<file path="src/design/wrh_pkg.sv">
`timescale 1ns / 1ps
// ----------------------------------------------------------------------------
// Water ripple height field: shared package
// Defaults, field widths, operation and register codes, and the controller
// state type used by the ripple height field block.
// ----------------------------------------------------------------------------
package wrh_pkg;

  // Default geometry and height width.
  localparam int FRAME_WIDTH_DEF  = 128;
  localparam int FRAME_HEIGHT_DEF = 128;
  localparam int HEIGHT_BITS_DEF  = 9;

  // Fixed field widths of the stream and configuration beats.
  localparam int OP_BITS     = 2;
  localparam int POS_BITS    = 7;
  localparam int OUT_H_BITS  = 9;
  localparam int DROP_BITS   = 9;
  localparam int DAMP_BITS   = 4;
  localparam int CFG_IDX_BITS = 1;

  // Signed coordinate width, wide enough for any frame size and any position.
  localparam int COORD_BITS = 14;

  // Register reset values.
  localparam logic signed [DROP_BITS-1:0] DROP_STRENGTH_RESET = 9'sd255;
  localparam logic [DAMP_BITS-1:0]        DAMP_SHIFT_RESET    = 4'd4;

  // Operation codes.
  localparam logic [OP_BITS-1:0] OP_DROP = 2'd0;
  localparam logic [OP_BITS-1:0] OP_STEP = 2'd1;
  localparam logic [OP_BITS-1:0] OP_READ = 2'd2;

  // Configuration register indexes.
  localparam logic [CFG_IDX_BITS-1:0] REG_DROP_STRENGTH = 1'd0;
  localparam logic [CFG_IDX_BITS-1:0] REG_DAMP_SHIFT    = 1'd1;

  // Controller states.
  typedef enum logic [2:0] {
    ST_CLEAR,
    ST_IDLE,
    ST_DROP,
    ST_STEP,
    ST_DRAIN,
    ST_READ,
    ST_FINISH
  } state_t;

endpackage

</file>
<file path="src/design/wrh_cell_update.sv">
`timescale 1ns / 1ps
// ----------------------------------------------------------------------------
// Water ripple cell update
// Two-stage datapath that turns the four neighbors of a cell in the previous
// buffer and its own value in the current buffer into the new damped,
// saturated height, presented as a write to the current buffer.
// ----------------------------------------------------------------------------
module wrh_cell_update #(
  parameter int HEIGHT_BITS = wrh_pkg::HEIGHT_BITS_DEF,
  parameter int ADDR_BITS   = 14
) (
  input  logic                          clk,
  input  logic                          rst,
  input  logic                          in_valid,
  input  logic [ADDR_BITS-1:0]          in_addr,
  input  logic signed [HEIGHT_BITS-1:0] up,
  input  logic signed [HEIGHT_BITS-1:0] down,
  input  logic signed [HEIGHT_BITS-1:0] left,
  input  logic signed [HEIGHT_BITS-1:0] right,
  input  logic signed [HEIGHT_BITS-1:0] cur,
  input  logic [wrh_pkg::DAMP_BITS-1:0] damp_shift,
  output logic                          busy,
  output logic                          wr_en,
  output logic [ADDR_BITS-1:0]          wr_addr,
  output logic signed [HEIGHT_BITS-1:0] wr_data
);

  localparam int SB = HEIGHT_BITS + 2;
  localparam int VB = HEIGHT_BITS + 3;
  localparam int DB = VB + 1;
  localparam logic signed [DB-1:0] HMAX = DB'((2 ** (HEIGHT_BITS - 1)) - 1);
  localparam logic signed [DB-1:0] HMIN = -HMAX - DB'(1);

  logic signed [SB-1:0] sum;
  logic signed [SB-1:0] sum_adj;
  logic signed [SB-1:0] half;
  logic signed [VB-1:0] v1_next;

  logic                 p2_valid;
  logic [ADDR_BITS-1:0] p2_addr;
  logic signed [VB-1:0] v1;

  logic signed [VB-1:0] damp;
  logic signed [DB-1:0] diff;

  // Stage one: neighbor sum halved toward zero, minus the cell's own value.
  always_comb begin
    sum     = SB'(up) + SB'(down) + SB'(left) + SB'(right);
    sum_adj = sum + $signed({{(SB-1){1'b0}}, sum[SB-1]});
    half    = sum_adj >>> 1;
    v1_next = VB'(half) - VB'(cur);
  end

  always_ff @(posedge clk) begin
    if (rst) begin
      p2_valid <= 1'b0;
    end else begin
      p2_valid <= in_valid;
    end
  end

  always_ff @(posedge clk) begin
    v1      <= v1_next;
    p2_addr <= in_addr;
  end

  // Stage two: remove the damping fraction and clamp to the height range.
  always_comb begin
    damp = v1 >>> damp_shift;
    diff = DB'(v1) - DB'(damp);
    if (diff > HMAX) begin
      wr_data = HMAX[HEIGHT_BITS-1:0];
    end else if (diff < HMIN) begin
      wr_data = HMIN[HEIGHT_BITS-1:0];
    end else begin
      wr_data = diff[HEIGHT_BITS-1:0];
    end
  end

  assign wr_en   = p2_valid;
  assign wr_addr = p2_addr;
  assign busy    = p2_valid;

endmodule
</file>
<file path="config.mk">
export PLATFORM = sky130hd
export DESIGN_NAME = wrh_cell_update
export DESIGN_NICKNAME = d
export VERILOG_FILES = /design/src/design/wrh_pkg.sv /design/src/design/wrh_cell_update.sv
export SDC_FILE = /design/constraint.sdc
export NUM_CORES = 1
export LEC_CHECK = 0
export BUFFER_PORTS_ARGS = -buffer_cell sky130_fd_sc_hd__buf_2
export CAP_MARGIN = 20
export CORE_ASPECT_RATIO = 1.75
export CORE_MARGIN = 1
export CORE_UTILIZATION = 53
export DETAILED_ROUTE_END_ITERATION = 8
export PLACE_DENSITY = 0.82
export SYNTH_ARGS = -nofsm -noshare
export SYNTH_HDL_FRONTEND = slang
export SYNTH_SLANG_ARGS = --single-unit
</file>
<file path="constraint.sdc">
create_clock -name clk -period 6.4 [get_ports clk]
set_input_delay 0 -clock clk [delete_from_list [all_inputs] [get_ports clk]]
set_output_delay 0 -clock clk [all_outputs]
set_load 0.05 [all_outputs]
</file>
### Word level (Yosys, flattened, before mapping)

Index checks and enable logic that the tools add are counted.

* bits in registers: 26
* input port bits: 66
* logic and storage cells: 14

* add/sub/neg operators: 6
* magnitude comparators: 2
* shift operators: 1
* multiplexer cells: 2

Operators by type and width (number)
* 9-bit two-way mux: 2
* 13-bit by 9-bit > comparator with 1-bit output, second input constant: 1
* 13-bit by 9-bit < comparator with 1-bit output, second input constant: 1
* 11-bit by 12-bit subtractor with 13-bit output: 1
* 11-bit by 4-bit >>> shifter with 12-bit output: 1
* 10-bit by 9-bit adder with 11-bit output: 1
* 11-bit by 2-bit adder with 11-bit output: 1
* 11-bit by 9-bit adder with 11-bit output: 1
* 10-bit by 9-bit subtractor with 11-bit output: 1
* 9-bit by 9-bit adder with 10-bit output: 1

### Logic depth before layout (Yosys ltp)

Gate-level depths: netlist (run 1).

* depth after elaboration: 5
* gate-level depth with buffers: 21
* gate-level depth less buffers: 21

### Worst setup path before layout (run 1)

Ideal clock, no wire load.

* path kind: input to register
* start point: in up[2]
* end point: reg v1[10] (netlist name)
* setup time: 0.058 ns
* arrival: 4.440 ns
* data required time: 6.342 ns
* setup slack: 1.902 ns
* stages: 21
* path through: inv_1 fa_1 fa_1 inv_1 ha_1 a211oi_1 or3_1 nand3_2 mux2i_1 nor2_1 xnor2_1 ha_1 inv_1 fa_1 a21o_1 a21oi_1 o21bai_1 a21oi_1 o21ai_1 a2111oi_0 a21o_1

* word-level cells in the longest chain between the ends: 5

RTL lines
* start, declared: RTL line wrh_cell_update.sv:16 `input logic signed [HEIGHT_BITS-1:0] up,`
* 9-bit by 9-bit adder with 10-bit output: RTL line wrh_cell_update.sv:48 `sum = SB'(up) + SB'(down) + SB'(left) + SB'(right);`
* 10-bit by 9-bit adder with 11-bit output: RTL line wrh_cell_update.sv:48
* 11-bit by 9-bit adder with 11-bit output: RTL line wrh_cell_update.sv:48
* 11-bit by 2-bit adder with 11-bit output: RTL line wrh_cell_update.sv:49 `sum_adj = sum + $signed({{(SB-1){1'b0}}, sum[SB-1]});`
* 10-bit by 9-bit subtractor with 11-bit output: RTL line wrh_cell_update.sv:51 `v1_next = VB'(half) - VB'(cur);`
* net v1_next[10]: RTL line wrh_cell_update.sv:37 `logic signed [VB-1:0] v1_next;`

The timed path passes the listed nets, and every way through them passes these cells.
A chain may end at the register's enable or synchronous reset.

### Worst setup path after layout (run 1)

* start point: in up[2]
* end point: reg v1[10] (netlist name)

* word-level cells in the longest chain between the ends: 5

RTL lines (RTL line)
* 9-bit by 9-bit adder with 10-bit output: wrh_cell_update.sv:48
* 10-bit by 9-bit adder with 11-bit output: wrh_cell_update.sv:48
* 11-bit by 9-bit adder with 11-bit output: wrh_cell_update.sv:48
* 11-bit by 2-bit adder with 11-bit output: wrh_cell_update.sv:49
* 10-bit by 9-bit subtractor with 11-bit output: wrh_cell_update.sv:51
* net v1_next[10]: wrh_cell_update.sv:37

The timed path passes the listed nets, and every way through them passes these cells.

==> results of run 1 <==
==> routing by layer <==
layer / track usage (%) / up-vias
li1: - / 1385
met1: 19.3 / 1341
met2: 54.9 / 66
met3: 3.32 / 23
met4: 13.2 / 0
met5: 0 / -
==> worst max path at each step <==
stage,end,slack (ns),cells past startpoint,from
final,v1[10],1.64,22,up[2]
after global routing,v1[10],1.27,22,up[2]
after CTS,v1[10],1.67,22,up[2]
after detailed placement,v1[10],1.38,22,up[2]
after global placement,v1[10],1.59,22,up[2]
after floorplan,v1[10],1.90,21,up[2]
==> state kept, by name, summed over array words and instances, names as in the netlist <==
name / count
v1: 11
busy: 1
wr_addr: 14
==> logic make-up after synthesis <==
| kind of cell | share of synthesized area, % |
|---|---|
| multiplexers | 8.18 |
| AO/OA/AOI/OAI | 17.3 |
| buffers and inverters | 9.18 |
| flip-flops | 17.4 |
| adder cells (fa/ha/maj) | 26.7 |
| AND/OR/NAND/NOR | 12.8 |
| XOR/XNOR | 8.47 |
==> cell type report <==
cell class                 count  area (um2)
fill                         456        1600
clock inverter                 1        30.0
tap                           74        92.6
inverter                      67         251
sequential                    26         520
timing repair buffer         107         621
multi-input combinational    248        2190
clock buffer                   3        41.3
==> critical path: stages <==
cell and delay, ns:
buf_2 0.08, inv_1 0.05, fa_1 0.50, fa_1 0.59
inv_1 0.07, ha_1 0.28, a211oi_1 0.39, or3_1 0.19
nand3_2 0.11, mux2i_1 0.32, nor2_1 0.16, xnor2_1 0.18
ha_1 0.18, inv_1 0.05, fa_1 0.40, a21o_1 0.19
a21oi_1 0.21, o21bai_1 0.09, a21oi_1 0.22, o21ai_1 0.13
a2111oi_0 0.43, a21o_1 0.14
==> metrics by stage <==
step | cells | utilization [%] | worst slack [ns] | hold slack (ns) | cell area (um2)
3_3_place_gp | 505 | 65.6 | 1.59 | 0.103 | 3500
6_report | 526 | 70.1 | 1.64 | 0.106 | 3750
4_1_cts | 526 | 70.1 | 1.67 | 0.104 | 3750
5_1_grt | 526 | 70.1 | 1.27 | 0.118 | 3750
3_5_place_dp | 505 | 65.6 | 1.38 | 0.105 | 3500
2_1_floorplan | 346 | - | 1.90 | 0.0277 | 2980
==> cells in the final DEF (no fill, tap or decap), types with 4 or more instances in the layout <==
cell / instances
xnor2_1: 14
nand2_1: 11
a31oi_1: 7
a21oi_1: 23
o21ai_1: 7
nand3_1: 8
nor2b_1: 8
xor2_1: 13
a21o_1: 4
o21ai_0: 16
fa_1: 21
or3_1: 5
dfxtp_1: 26
o21a_1: 7
nor3_1: 5
nor2_1: 19
inv_1: 66
buf_2: 90
mux4_2: 7
ha_1: 30
mux2_2: 5
dlygate4sd3_1: 17
==> repair_timing <==
action	4_1_cts	5_1_grt
hold buffers	17	0
buffers inserted	0	0
hold endpoints to repair	16	0
==> synth_stat cells, drive strengths merged (8+ instances only) <==
cell   count  area, um2
nand3      9       50.1
inv       67        251
a21oi     24        124
xnor2     14        123
ha        30        375
xor2      14        130
o21ai     24        124
nor2b      8       50.1
nand2     11       41.3
fa        21        420
nor2      19       71.3
dfxtp     26        521
==> metrics.md, run 1 <==
| Metric | Value |
|---|---|
| Outcome | `finished clean` |
| Main synth FF type | `dfxtp_1` |
| Met1 WL | `2170 um` |
| Synth warn | `0` |
| Clk pin slew, worst setup/hold paths | `approximately 0.08 ns` |
| Root Buffer | `clkbuf_8` |
| Detailed placement HPWL | `about 5800 um` |
| Vias | `about 2.8k` |
| Clk sink count | `26` |
| Syn Std Cell Area | `about 3000 um2` |
| Final Hold Fails | `0` |
| Minimum clock period after layout | `between 4 and 5 ns` |
| Worst hold path type | `primary input to register` |
| Min-delay src | `cur[1]` |
| Die H | `~100 um` |
| Antenna diode count | `0` |
| Crit path DAT | `between 4 and 5 ns` |
| Row count | `35` |
| Post-synth EDFFs | `0` |
| Vias in the first global route | `slightly below 3k` |
| Post-cts gate resize count | `0` |
| Layout cells sized above 1 | `roughly a quarter` |
| Post-route antenna net violation count | `0` |
| Highest metal used | `met4` |
| Distinct cells, synth | `between 50 and 60` |
| I/O Buffers | `90` |
| Initial antenna violation count | `0` |
| Setup violators final | `0` |
| Vias per Instance | `5.35` |
| DRC Markers | `0` |
| Syn Inst Count | `approximately 350` |
| CP max FO | `4` |
| Max Slew Vio Count | `0` |
| Critical Path Source Type | `primary input` |
| CP required | `about 6.6 ns` |
| CP endpoint kind | `register` |
| Met3 WL post-DR | `~160 um` |
| Total Die Area | `just under 6000 um2` |
| GP Congestion | `0.878` |
| I/O pin cnt | `roughly 90` |
| Worst slew pin tran | `about 0.44 ns` |
| Syn-to-layout area delta | `25.5%` |
| H-tree levels | `1` |
| Fin crit share | `~74%` |
| Final global-route overflow total | `0` |
| Max cap viols | `0` |
| Sequential area share after synthesis | `between 10% and 20%` |
| Cts bufs inserted | `3` |
| Post-Route WL | `a little under 7000 um` |
| First-pass GRT wire length | `between 10000 and 15000 um` |
| Core area | `around 5300 um2` |
| Initial DRC Count | `68` |
| Initial Util | `55.9%` |
| Unrepaired setup endpoints after global routing | `false` |
| Setup tns final | `0 ns` |
| Router iterations before antenna repair | `4` |
| Met2 wire len | `4260 um` |
| Async S/R FF share, synth | `0%` |
| Fin nets | `570` |
| Chip Width | `around 60 um` |
| Syn Area/Cell | `8.62 um2` |
| Largest net degree at the start of global routing | `16` |
| Relative slew slack | `70.7%` |
| Worst Hold Depth | `3` |
| Kind of critical path | `primary input to register` |
| CTS tree | `yes` |
| Hold Path End | `v1[1]` |
| Longest Clk Path Bufs | `2` |
| Synthesized Nets | `~460` |
| Total track usage | `between 20% and 30%` |
| Max Fclk | `approximately 0.21 GHz` |
| Routed length per instance | `12.9 um` |
| FF+latch count, synth | `26` |
Power of run 1 is left out: the tool's default activity adds up to more than one toggle a clock period on the data nets, which glitch-free logic cannot reach.
==> run 2: changes to the inputs <==
--- a/config.mk
+++ b/config.mk
@@ -5,13 +5,14 @@
 export SDC_FILE = /design/constraint.sdc
 export NUM_CORES = 1
 export LEC_CHECK = 0
+export ABC_AREA = 1
 export BUFFER_PORTS_ARGS = -buffer_cell sky130_fd_sc_hd__buf_2
 export CAP_MARGIN = 20
 export CORE_ASPECT_RATIO = 1.75
 export CORE_MARGIN = 1
-export CORE_UTILIZATION = 53
+export CORE_UTILIZATION = 54
 export DETAILED_ROUTE_END_ITERATION = 8
-export PLACE_DENSITY = 0.82
+export PLACE_DENSITY = 0.83
 export SYNTH_ARGS = -nofsm -noshare
 export SYNTH_HDL_FRONTEND = slang
 export SYNTH_SLANG_ARGS = --single-unit
==> constraint.sdc (replaced) <==
create_clock -name clk -period 4.4 [get_ports clk]
set_input_delay 0 -clock clk [delete_from_list [all_inputs] [get_ports clk]]
set_output_delay 0 -clock clk [all_outputs]
set_load 0.05 [all_outputs]
==> metrics.md, run 2 <==
| Metric | Value |
|---|---|
| Outcome | `finished clean (unchanged)` |
| Post-route antenna net violation count | `0 (unchanged)` |
| Synthesized Nets | `575 (was 463)` |
| Row count | `36 (was 35)` |
| Commonest non-fill, non-tap cells in the layout | `nand2_1 (115), inv_1 (103), buf_2 (90), ha_1 (30), o21ai_0 (27) (was buf_2 (90), inv_1 (66), ha_1 (30), dfxtp_1 (26), a21oi_1 (23))` |
| Max Fclk | `roughly 0.25 GHz` |
| Count leader, synth | `nand2_1 (was inv_1)` |
| Largest net degree at the start of global routing | `16 (unchanged)` |
| Largest cells by area after synthesis | `dfxtp_1 (16%), nand2_1 (14%), fa_1 (13%) (was dfxtp_1 (17%), fa_1 (14%), ha_1 (13%))` |
| Vias | `3260 (was 2815)` |
| CP dominant cell by count | `inv_1` |
| Initial Util | `56.3% (was 55.9%)` |
| FF+latch count, synth | `26 (unchanged)` |
| Final Hold Fails | `0 (unchanged)` |
| Top post-synthesis cells by count | `nand2_1 (115), inv_1 (103), ha_1 (30) (was inv_1 (66), ha_1 (30), dfxtp_1 (26))` |
| Footprint of the multi-input gates | `2230 um2 (was 2190 um2)` |
| Vias in the first global route | `3299 (was 2919)` |
| Core area | `5630 um2 (was 5340 um2)` |
| Die H | `103 um (was 101 um)` |
| Syn Inst Count | `458 (was 346)` |
| Layout cells sized above 1 | `22.5% (was 25.4%)` |
| Crit path DAT | `4.14 ns (was 4.98 ns)` |
| Syn Area/Cell | `6.92 um2 (was 8.62 um2)` |
| Worst slew pin tran | `0.548 ns (was 0.438 ns)` |
| Routed length per instance | `12.0 um (was 12.9 um)` |
| Worst Setup SP | `up[8] (was up[2])` |
| Setup bufs post-CTS | `0 (unchanged)` |
| Clk sink count | `26 (unchanged)` |
| Sequential area share after synthesis | `16.4% (was 17.4%)` |
| Clk pin slew, worst setup/hold paths | `0.08 ns (about the same)` |
| I/O pin cnt | `91 (unchanged)` |
| Final global-route overflow total | `0 (unchanged)` |
| WP buf/inv | `5 (was 4)` |
| Area occupied by registers | `520 um2 (unchanged)` |
| Longest Clk Path Bufs | `2 (unchanged)` |
| Fin crit share | `90.8%` |
| First-pass GRT wire length | `12600 um (was 11600 um)` |
| Critical Path Source Type | `primary input (unchanged)` |
| Max reg flops | `14 (unchanged)` |
| Antenna diode count | `0 (unchanged)` |
| Initial DRC Count | `81 (was 68)` |
| Setup tns final | `0 ns (unchanged)` |
| Distinct cells, synth | `39 (was 51)` |
| Syn Std Cell Area | `3170 um2 (was 2980 um2)` |
| Max Slew Vio Count | `0 (unchanged)` |
| DRC Markers | `0 (unchanged)` |
| Setup violators final | `0 (unchanged)` |
| H-tree levels | `1 (unchanged)` |
| Minimum clock period after layout | `~4.0 ns` |
| Post-synth EDFFs | `0 (unchanged)` |
| Synth warn | `0 (unchanged)` |
| Cts bufs inserted | `3 (unchanged)` |
| Total Die Area | `6190 um2 (was 5950 um2)` |
| Cell family with most CP delay | `adder cells (unchanged)` |
| Main synth FF type | `dfxtp_1 (unchanged)` |
| Cell at the slowest stage of the critical path | `fa_1 (unchanged)` |
| Vias per Instance | `5.09 (was 5.35)` |
| Initial antenna violation count | `0 (unchanged)` |
| Root Buffer | `clkbuf_8 (unchanged)` |
| Unrepaired setup endpoints after global routing | `false (unchanged)` |
| CP required | `4.54 ns (was 6.62 ns)` |
| I/O Buffers | `90 (unchanged)` |
| Async S/R FF share, synth | `0% (unchanged)` |
| Top cell type's share of synthesized area | `16.4% (was 17.4%)` |
| CTS tree | `yes (unchanged)` |
| Chip Width | `59.9 um (was 58.7 um)` |
| Total track usage | `26.5% (was 25.3%)` |
| Kind of critical path | `primary input to register (unchanged)` |
| CP max FO | `7 (was 4)` |
| Max cap viols | `0 (unchanged)` |
| DP Area | `3700 um2 (was 3500 um2)` |
| Critical Path Sink | `v1[8] (was v1[10])` |
| Worst-path cell chain | `buf_2 > fa_1 > inv_1 > fa_1 > inv_1 > ha_1 > nand2_2 > inv_1 > a21oi_2 > nand3_2 > nand2_1 > nand3_4 > xor2_1 > ha_1 > inv_1 > fa_1 > nand3_1 > nand3_1 > nand2_1 > nand2_1 > a21oi_1 > o21ai_0 > xor2_1 (was buf_2 > inv_1 > fa_1 > fa_1 > inv_1 > ha_1 > a211oi_1 > or3_1 > nand3_2 > mux2i_1 > nor2_1 > xnor2_1 > ha_1 > inv_1 > fa_1 > a21o_1 > a21oi_1 > o21bai_1 > a21oi_1 > o21ai_1 > a2111oi_0 > a21o_1)` |
| Fill cell count | `501 (was 456)` |
| CP endpoint kind | `register (unchanged)` |
| Yosys top cell by area | `dfxtp_1 (unchanged)` |
| Router iterations before antenna repair | `4 (unchanged)` |
| Final Instance Area | `3930 um2 (was 3750 um2)` |
| Fin nets | `683 (was 570)` |
| Critical path depth | `23 (was 22)` |
| Crit-path max cell delay | `0.57 ns (was 0.59 ns)` |
| Detailed placement HPWL | `6320 um (was 5760 um)` |
| Relative slew slack | `63.4% (was 70.7%)` |
| Post-Route WL | `7670 um (was 6810 um)` |
| Worst hold path type | `primary input to register (unchanged)` |
| GP Congestion | `0.915 (was 0.878)` |
| Syn-to-layout area delta | `24.0% (was 25.5%)` |
| Commonest non-fill, non-tap cell in the layout | `nand2_1 (was buf_2)` |
-- run 2: area by class of cell --
cell class              instances  area share, %
clock buffers                   3           1.05
flip-flops and latches         26           13.2
well taps                      76           2.42
inverters                     106           10.1
repair buffers                106           15.5
multi-input cells             323           56.8
clock inverters                 1          0.764
-- run 2: cells by family (layout without fill, tap and decap cells) --
family / count (synthesis) / count (layout) / synth area share [%]
AND/OR/NAND/NOR: 189 / 189 / 28.0
buffers and inverters: 109 / 216 / 13.1
multiplexers: 2 / 2 / 0.632
flip-flops: 26 / 26 / 16.4
AO/OA/AOI/OAI: 63 / 63 / 11.6
adder cells (fa/ha/maj): 51 / 51 / 25.1
XOR/XNOR: 18 / 18 / 5.21
-- run 2: metrics by stage --
stage | hold slack [ns] | utilization [%] | setup WS (ns) | std cells
4_1_cts | 0.0329 | 69.8 | 0.457 | 641
2_1_floorplan | 0.0277 | - | 0.632 | 458
3_5_place_dp | 0.104 | 65.7 | 0.184 | 621
6_report | 0.0431 | 69.8 | 0.407 | 641
5_1_grt | 0.0386 | 69.8 | 0.123 | 641
3_3_place_gp | 0.102 | 65.7 | 0.357 | 621
-- run 2: timing repair --
action	CTS	global route
gates resized for setup	0	0
hold buffers	16	0
hold endpoints to repair	15	0
-- run 2: tightest hold or removal path, cell delays in order --
cell and delay [ns]:
buf_2 0.10, ha_1 0.13, inv_1 0.04
-- run 2: how the worst min path moves through the flow --
stage | startpoint | end | slack (ns) | cells past startpoint
after floorplan | in_addr[0] | wr_addr[0] | 0.03 | 0
after CTS | cur[0] | v1[0] | 0.03 | 3
after global placement | in_addr[7] | wr_addr[7] | 0.10 | 1
after global routing | cur[0] | v1[0] | 0.04 | 3
after detailed placement | in_addr[10] | wr_addr[10] | 0.10 | 1
final | cur[0] | v1[0] | 0.04 | 3
-- run 2: per-layer routing --
metal  routed length [um]  GRT usage [%]  up-vias
met5                    0              0        -
met3                  168           2.11       30
met1                 2550           21.3     1509
met2                 4590           55.8       84
met4                  360           17.5        0
li1                     -              -     1637
Power of run 2 is left out for the same reason.
==> run 3: changes to the inputs <==
==> constraint.sdc (replaced) <==
create_clock -name clk -period 4.4 [get_ports clk]
set_input_delay 0.66 -clock clk [delete_from_list [all_inputs] [get_ports clk]]
set_output_delay 0.66 -clock clk [all_outputs]
set_load 0.05 [all_outputs]
==> metrics.md, run 3 (same netlist as run 2, synthesis figures left out) <==
| Metric | Value |
|---|---|
| Vias per Instance | `5.09 (about the same)` |
| Fin nets | `704 (was 683)` |
| Fill cell count | `440 (was 501)` |
| Die H | `103 um (unchanged)` |
| Outcome | `finished clean (unchanged)` |
| Minimum clock period after layout | `4.24 ns (was 3.99 ns)` |
| Critical Path Source Type | `primary input (unchanged)` |
| Vias | `3372 (was 3260)` |
| Max cap viols | `0 (unchanged)` |
| Crit-path max cell delay | `0.56 ns (was 0.57 ns)` |
| Initial antenna violation count | `0 (unchanged)` |
| DRC Markers | `0 (unchanged)` |
| Hold buffers post-CTS | `0 (was 16)` |
| Worst-path cell chain | `buf_2 > inv_1 > fa_1 > fa_1 > inv_1 > ha_1 > inv_1 > fa_1 > nand3b_1 > nand2_2 > nand2_1 > nand3b_1 > nand2_2 > nor2_1 > nand3_1 > nor2_1 > nor2_1 > nor2_1 > ha_1 > nand2_1 > nor2_2 > nand3_1 > nand4_1 > xor2_1 (was buf_2 > fa_1 > inv_1 > fa_1 > inv_1 > ha_1 > nand2_2 > inv_1 > a21oi_2 > nand3_2 > nand2_1 > nand3_4 > xor2_1 > ha_1 > inv_1 > fa_1 > nand3_1 > nand3_1 > nand2_1 > nand2_1 > a21oi_1 > o21ai_0 > xor2_1)` |
| CP dominant cell by count | `nor2_1 (was inv_1)` |
| I/O Buffers | `90 (unchanged)` |
| Kind of critical path | `primary input to register (unchanged)` |
| Antenna diode count | `0 (unchanged)` |
| Clk pin slew, worst setup/hold paths | `0.10 ns (was 0.08 ns)` |
| Worst Hold Depth | `1 (was 3)` |
| Highest metal used | `met4 (unchanged)` |
| CTS tree | `yes (unchanged)` |
| Cell family with most CP delay | `adder cells (unchanged)` |
| Clk sink count | `26 (unchanged)` |
| Post-route antenna net violation count | `0 (unchanged)` |
| GP Congestion | `0.928 (was 0.915)` |
| Hold_ws | `0.478 ns (was 0.0431 ns)` |
| Met2 wire len | `4870 um (was 4590 um)` |
| Router iterations before antenna repair | `4 (unchanged)` |
| Max reg flops | `14 (unchanged)` |
| H-tree levels | `1 (unchanged)` |
| Cts bufs inserted | `3 (unchanged)` |
| Longest Clk Path Bufs | `2 (unchanged)` |
| I/O pin cnt | `91 (unchanged)` |
| CP max FO | `4 (was 7)` |
| Total track usage | `25.7% (was 26.5%)` |
| Root Buffer | `clkbuf_8 (unchanged)` |
| Fin util | `73.9% (was 69.8%)` |
| Vias in the first global route | `3301 (was 3299)` |
| Final Hold Fails | `0 (unchanged)` |
| Row count | `36 (unchanged)` |
| Max Fclk | `0.236 GHz (was 0.250 GHz)` |
| Core area | `5630 um2 (unchanged)` |
| Chip Width | `59.9 um (unchanged)` |
| Final Instance Area | `4160 um2 (was 3930 um2)` |
| Relative slew slack | `70.4% (was 63.4%)` |
| Met1 WL | `2630 um (was 2550 um)` |
| CP required | `4.57 ns (was 4.54 ns)` |
| Met3 WL post-DR | `193 um (was 168 um)` |
| Cell at the slowest stage of the critical path | `fa_1 (unchanged)` |
| First-pass GRT wire length | `12300 um (was 12600 um)` |
| Syn-to-layout area delta | `31.4% (was 24.0%)` |
| Placed Cells incl. Taps | `656 (was 621)` |
| Commonest non-fill, non-tap cells in the layout | `nand2_1 (110), inv_1 (102), buf_2 (81), buf_4 (40), ha_1 (27) (was nand2_1 (115), inv_1 (103), buf_2 (90), ha_1 (30), o21ai_0 (27))` |
| WP buf/inv | `4 (was 5)` |
| Critical path depth | `24 (was 23)` |
| Commonest non-fill, non-tap cell in the layout | `nand2_1 (unchanged)` |
| Max Slew Vio Count | `0 (unchanged)` |
| Worst slew pin tran | `0.440 ns (was 0.548 ns)` |
| Initial DRC Count | `126 (was 81)` |
| Detailed placement HPWL | `6660 um (was 6320 um)` |
| Crit path DAT | `4.41 ns (was 4.14 ns)` |
| Routed length per instance | `12.2 um (was 12.0 um)` |
| Initial Util | `56.3% (unchanged)` |
| Final global-route overflow total | `0 (unchanged)` |
| Setup violators final | `0 (unchanged)` |
| CP endpoint kind | `register (unchanged)` |
| Largest net degree at the start of global routing | `16 (unchanged)` |
| Total Die Area | `6190 um2 (unchanged)` |
| Layout cells sized above 1 | `30.4% (was 22.5%)` |
| Fin crit share | `96.3% (was 90.8%)` |
| DP Area | `3960 um2 (was 3700 um2)` |
| Cell Count, Final, Fillers Out | `662 (was 641)` |
| Worst hold path type | `primary input to register (unchanged)` |
| Post-Route WL | `8050 um (was 7670 um)` |
==> run 3: metrics by stage <==
step	setup WS [ns]	setup TNS (ns)
floorplan	0.00709	0
global placement	-0.0816	-0.138
detailed placement	-0.225	-0.705
CTS	0.0671	0
global route	-0.0781	-0.226
finish	0.163	0
==> run 3: cell type report <==
| type | count | area (um2) | share of cell area, % |
|---|---|---|---|
| multi-input combinational | 323 | 2330 | 55.9 |
| timing repair buffer | 127 | 751 | 18.0 |
| sequential | 26 | 520 | 12.5 |
| inverter | 106 | 398 | 9.56 |
| tap | 76 | 95.1 | 2.29 |
| clock buffer | 3 | 41.3 | 0.992 |
| clock inverter | 1 | 30.0 | 0.722 |
==> run 3: metal layers <==
metal,vias to the layer above,GRT usage [%]
li1,1671,-
met1,1562,20.6
met2,100,55.5
met3,39,2.11
met4,0,13.8
met5,-,0
==> run 3: path summary, 6_finish.rpt <==
kind   startpoint          end  slack, ns
max         up[1]        v1[9]       0.16
min   in_addr[12]  wr_addr[12]       0.48
==> run 3: repair_timing <==
| action | in CTS | in global routing |
|---|---|---|
| gates resized for setup | 0 | 30 |
| setup endpoints to repair | 0 | 13 |
| buffers inserted | 0 | 2 |
Power of run 3 is left out for the same reason.
